### src/sv/pmm_pkg.sv
package pmm_pkg;

  localparam int NUM_COEFFS_DEF = 8;
  localparam int VAL_W          = 64;
  localparam int LAM_W          = 16;

  // item kinds
  localparam logic [2:0] KIND_LOAD_A  = 3'd0;
  localparam logic [2:0] KIND_LOAD_B  = 3'd1;
  localparam logic [2:0] KIND_LOAD_G  = 3'd2;
  localparam logic [2:0] KIND_LOAD_G1 = 3'd3;
  localparam logic [2:0] KIND_START   = 3'd4;

  // sign treatment of the two 64-bit factors
  typedef enum logic [1:0] {
    MODE_UU,
    MODE_SU,
    MODE_SS
  } mac_mode_t;

  typedef struct packed {
    logic      start;
    mac_mode_t mode;
  } mac_ctrl_t;

endpackage

### src/sv/pmm_mac.sv
module pmm_mac (
  input  logic                         clk,
  input  logic                         rst_n,
  input  pmm_pkg::mac_ctrl_t           ctrl,
  input  logic [pmm_pkg::VAL_W-1:0]    opa,
  input  logic [pmm_pkg::VAL_W-1:0]    opb,
  output logic                         done,
  output logic [2*pmm_pkg::VAL_W-1:0]  prod
);

  localparam int W = pmm_pkg::VAL_W;
  localparam int H = W / 2;

  logic [W-1:0]      a_r, b_r;
  pmm_pkg::mac_mode_t mode_r;
  logic [2:0]        ph_r;
  logic              busy_r, done_r;
  logic [W-1:0]      pp_r;
  logic [2*W-1:0]    prod_r;
  logic [1:0]        q, q_prev;
  logic [H-1:0]      a_half, b_half;
  logic [2*W-1:0]    pp_shift;
  logic [W-1:0]      hi_fix;

  // pick the 32-bit halves for this partial product
  always_comb begin
    q      = ph_r[1:0];
    q_prev = 2'(ph_r - 3'd1);
    a_half = q[1] ? a_r[W-1:H] : a_r[H-1:0];
    b_half = q[0] ? b_r[W-1:H] : b_r[H-1:0];
    unique case (q_prev)
      2'd0:    pp_shift = {{W{1'b0}}, pp_r};
      2'd3:    pp_shift = {pp_r, {W{1'b0}}};
      default: pp_shift = {{H{1'b0}}, pp_r, {H{1'b0}}};
    endcase
  end

  // signed corrections on the upper half
  always_comb begin
    hi_fix = prod_r[2*W-1:W];
    unique case (mode_r)
      pmm_pkg::MODE_SS: begin
        if (a_r[W-1]) hi_fix = hi_fix - b_r;
        if (b_r[W-1]) hi_fix = hi_fix - a_r;
      end
      pmm_pkg::MODE_SU: begin
        if (a_r[W-1]) hi_fix = hi_fix - b_r;
      end
      default: hi_fix = prod_r[2*W-1:W];
    endcase
  end

  // four partial products, one add each, then sign fix
  always_ff @(posedge clk) begin
    if (!rst_n) begin
      busy_r <= 1'b0;
      done_r <= 1'b0;
      ph_r   <= 3'd0;
    end else begin
      done_r <= 1'b0;
      if (ctrl.start) begin
        a_r    <= opa;
        b_r    <= opb;
        mode_r <= ctrl.mode;
        prod_r <= '0;
        ph_r   <= 3'd0;
        busy_r <= 1'b1;
      end else if (busy_r) begin
        if (ph_r < 3'd4) pp_r <= a_half * b_half;
        if (ph_r > 3'd0 && ph_r < 3'd5) prod_r <= prod_r + pp_shift;
        if (ph_r == 3'd5) begin
          prod_r[2*W-1:W] <= hi_fix;
          done_r          <= 1'b1;
          busy_r          <= 1'b0;
        end
        ph_r <= ph_r + 3'd1;
      end
    end
  end

  assign done = done_r;
  assign prod = prod_r;

endmodule

### config.mk
export PLATFORM = sky130hd
export DESIGN_NAME = pmm_mac
export DESIGN_NICKNAME = d
export VERILOG_FILES = /design/src/sv/pmm_pkg.sv /design/src/sv/pmm_mac.sv
export SDC_FILE = /design/constraint.sdc
export NUM_CORES = 2
export LEC_CHECK = 0
export BUFFER_PORTS_ARGS = -buffer_cell sky130_fd_sc_hd__buf_2
export CAP_MARGIN = 20
export CORE_ASPECT_RATIO = 0.5
export CORE_MARGIN = 5
export CORE_UTILIZATION = 45
export CTS_CLUSTER_DIAMETER = 150
export DETAILED_ROUTE_END_ITERATION = 8
export PLACE_DENSITY = 0.72
export SYNTH_ARGS = -nofsm -noshare
export SYNTH_HDL_FRONTEND = slang
export SYNTH_SLANG_ARGS = --single-unit
### constraint.sdc
create_clock -name clk -period 8 [get_ports clk]
set_input_delay 1.2 -clock clk [delete_from_list [all_inputs] [get_ports clk]]
set_output_delay 1.2 -clock clk [all_outputs]
set_load 0.03 [all_outputs]
==> run_results.csv <==
group,metric,value,unit
worst_hold_path,hp-start,"busy_r",
detailed_routing,vias,58351,
logic_synthesis,synth_compound_area_share,15.0,%
critical_path,crit_fanout,12,
layout,layoutNonFillerInstCount,9860,
placement,place_inst,9667,
clock_network,postCtsHoldBufs,0,
floorplanning,die_area,146000,µm²
logic_synthesis,synthAdderAreaFrac,39.6,%
timing,postLayoutSetupSlackWorst,-468,ps
outcome,violations,"setup timing",
logic_synthesis,avgSynthCellArea,8.60,µm²
global_routing,grt_max_degree,84,
timing,period_share,106,%
clock_network,clk_transition_reported_paths,60,ps
global_routing,grtUsageTotal,36.6,%
detailed_routing,routedWlPerCell,27.6,µm
timing,slew_headroom,25.3,%
clock_network,cts_num_sinks,327,
timing,period_minus_slack,8470,ps
placement,gp_congestion,1.06,
timing,worst_pin_slew,1120,ps
logic_synthesis,ys_ff_latch,327,
clock_network,numCtsBuffers,41,
worst_hold_path,hold_path_class,"register to register",
clock_network,cts_buffer_depth,3,
clock_network,root_buffer,"clkbuf_16",
floorplanning,coreArea,137000,µm²
detailed_routing,drt_iter0_drc,7105,
detailed_routing,drcViolationCount,0,
clock_network,cts_tree,"built",
floorplanning,ios,262,
floorplanning,initial_utilization,45.3,%
global_routing,grt_pass1_wl,389,mm
logic_synthesis,ys.warnings.count,0,
logic_synthesis,synth_ff_type,"edfxtp_1",
timing,fin_worst_skew,39.7,ps
global_routing,grt_pass1_vias,56444,
timing,rsz0062_at_grt,"true",
timing,slew_violations,0,
floorplanning,std_cell_rows,96,
worst_hold_path,whs_endpoint,"ph_r[0]",
timing,fmax,118,MHz
layout,fin_nets,9563,
layout,syn_to_final_growth,21.9,%
critical_path,arrival,8830,ps
logic_synthesis,async_reset_ff_share,0,%
detailed_routing,vias_per_cell,5.92,
critical_path,max_stage_delay,570,ps
critical_path,r2r_cells,31,
logic_synthesis,syn_area,62000,µm²
critical_path,critPathKind,"register to register",
layout,final_cell_mix,"1032 x inv_1, 893 x nor2_1, 867 x fa_1, 749 x nand2_1, 698 x buf_4",
logic_synthesis,syn_nets,8756,
detailed_routing,drtPass1Iterations,6,
run,cap_violations,0,
timing,hold_viol_final,0,
critical_path,critPathMostFrequentCell,"fa_1",
critical_path,required,8360,ps
logic_synthesis,synth_top_family_by_area,"adder cells",
logic_synthesis,synthCells,7203,
logic_synthesis,synth_edf_count,322,
layout,drive_gt1_share,20.4,%
critical_path,cp_slowest_cell,"fa_1",
critical_path,r2r-start,"ph_r[0]",
detailed_routing,wl,273,mm
worst_hold_path,min_path_cells,2,
placement,dp_hpwl,230,mm
logic_synthesis,synthXorXnorAreaFrac,4.17,%
detailed_routing,ant_nets,0,
critical_path,reg2reg_to,"pp_r[63]",
clock_network,clkLatencyLatePin,620,ps
floorplanning,die_h,272,µm
placement,io_buffers,261,
critical_path,start_kind,"register",
timing,setup_viol,23,
clock_network,htreeDepth,2,
critical_path,endpoint_kind,"register",
logic_synthesis,synth.distinct_cells,90,
global_routing,antenna_found_initial,17,
layout,layout_commonest_cell,"inv_1",
logic_synthesis,yosysSeqAreaShare,15.8,%
critical_path,reg2reg_slack,-470,ps
outcome,outcome,"finished, violations left",
floorplanning,dieWidth,535,µm
logic_synthesis,muxShareOfSynthArea,1.38,%
global_routing,grt.overflow.total,0,
logic_synthesis,synth-simple-area-share,15.5,%
## final cells by class
type | instances | area (µm²)
antenna | 6 | 15.0
multi-input combinational | 5449 | 48800
fill | 12466 | 61400
tap | 1813 | 2270
sequential | 327 | 9780
timing repair inverter | 1 | 11.3
inverter | 1057 | 3980
timing repair buffer | 1133 | 9250
clock inverter | 30 | 343
clock buffer | 44 | 1060
## logic make-up after synthesis
kind of cell / Yosys count
and+or+nand+nor: 2219
AOI/OAI and AO/OA: 1438
buffers and inverters: 1427
adders and majority gates: 1420
DFF: 327
xor gates and xnor gates: 295
muxes: 77
## worst max-delay path by stage
| stage | startpoint | to | slack, ps | cells past startpoint |
|---|---|---|---|---|
| after floorplan | ph_r[0] | pp_r[63] | -30 | 32 |
| final | ph_r[0] | pp_r[63] | -470 | 31 |
| after detailed placement | ph_r[0] | pp_r[62] | -920 | 28 |
| after global routing | ph_r[0] | pp_r[63] | -640 | 31 |
| after CTS | ph_r[0] | pp_r[63] | -390 | 30 |
| after global placement | ph_r[0] | pp_r[62] | -880 | 31 |
## worst max-delay path: cells and delay by family (launching register included)
kind / cells / cell delay (ps)
AO/OA/AOI/OAI: 8 / 1980
XOR/XNOR: 1 / 80
adder cells (fa/ha/maj): 9 / 4330
buffers and inverters: 8 / 870
flip-flops: 1 / 370
AND/OR/NAND/NOR: 5 / 560
## per-stage QoR
step | setup slack, ps | TNS (ps) | area [µm²] | util, % | hold slack [ps]
floorplan | -32.1 | -32.1 | 62800 | - | 521
global placement | -880 | -13020 | 71100 | 51.9 | 605
detailed placement | -923 | -13430 | 71100 | 51.9 | 611
CTS | -393 | -3400 | 74600 | 54.5 | 617
global route | -640 | -11030 | 75500 | 55.2 | 664
finish | -468 | -6200 | 75500 | 55.2 | 627
## registers in the layout (all words and copies together), names as in the netlist
signal	flops
prod	128
a_r	64
b_r	64
pp_r	64
ph_r	3
mode_r	2
busy_r	1
done	1
## per-layer routing
metal,wire length [µm],global-route usage [%]
met4,13500,13.5
met2,109000,51.7
met3,38400,12.3
met1,112000,51.9
met5,55,0
## synthesized netlist by cell type (13+ instances only)
cell | n | share of area, %
inv_1 | 1057 | 6.4
nor2_1 | 927 | 5.6
fa_1 | 899 | 29
nand2_1 | 784 | 4.7
ha_1 | 521 | 11
a21oi_1 | 415 | 3.4
clkbuf_1 | 348 | 2.1
edfxtp_1 | 322 | 16
o21ai_0 | 254 | 2.1
a21o_1 | 187 | 2.3
xnor2_1 | 175 | 2.5
xor2_1 | 120 | 1.7
nand4_1 | 110 | 1.1
and2_1 | 81 | 0.82
mux2_2 | 66 | 1.2
o21bai_1 | 65 | 0.79
a22o_1 | 63 | 0.89
nand3_1 | 61 | 0.49
nor3_1 | 52 | 0.42
a21boi_0 | 47 | 0.57
o21ai_1 | 46 | 0.37
a31oi_1 | 44 | 0.44
nand2b_1 | 39 | 0.39
a211oi_1 | 34 | 0.41
nor2b_1 | 33 | 0.33
o211ai_1 | 33 | 0.40
a21boi_1 | 30 | 0.36
o21a_1 | 29 | 0.35
and3_1 | 26 | 0.26
o31ai_1 | 26 | 0.32
nor4_1 | 22 | 0.22
or2_2 | 21 | 0.21
o22ai_1 | 20 | 0.20
a221oi_1 | 19 | 0.27
and4_1 | 18 | 0.25
or3_1 | 16 | 0.16
a311oi_1 | 13 | 0.18
## what timing repair did
action,CTS,global route
gates cloned,5,1
resized for setup,307,151
pin swaps,72,69
buffers inserted,88,40
setup endpoints to repair,29,33
Power is not shown: default switching activity piles up to over one toggle a cycle in this logic, so the estimate is an artifact.
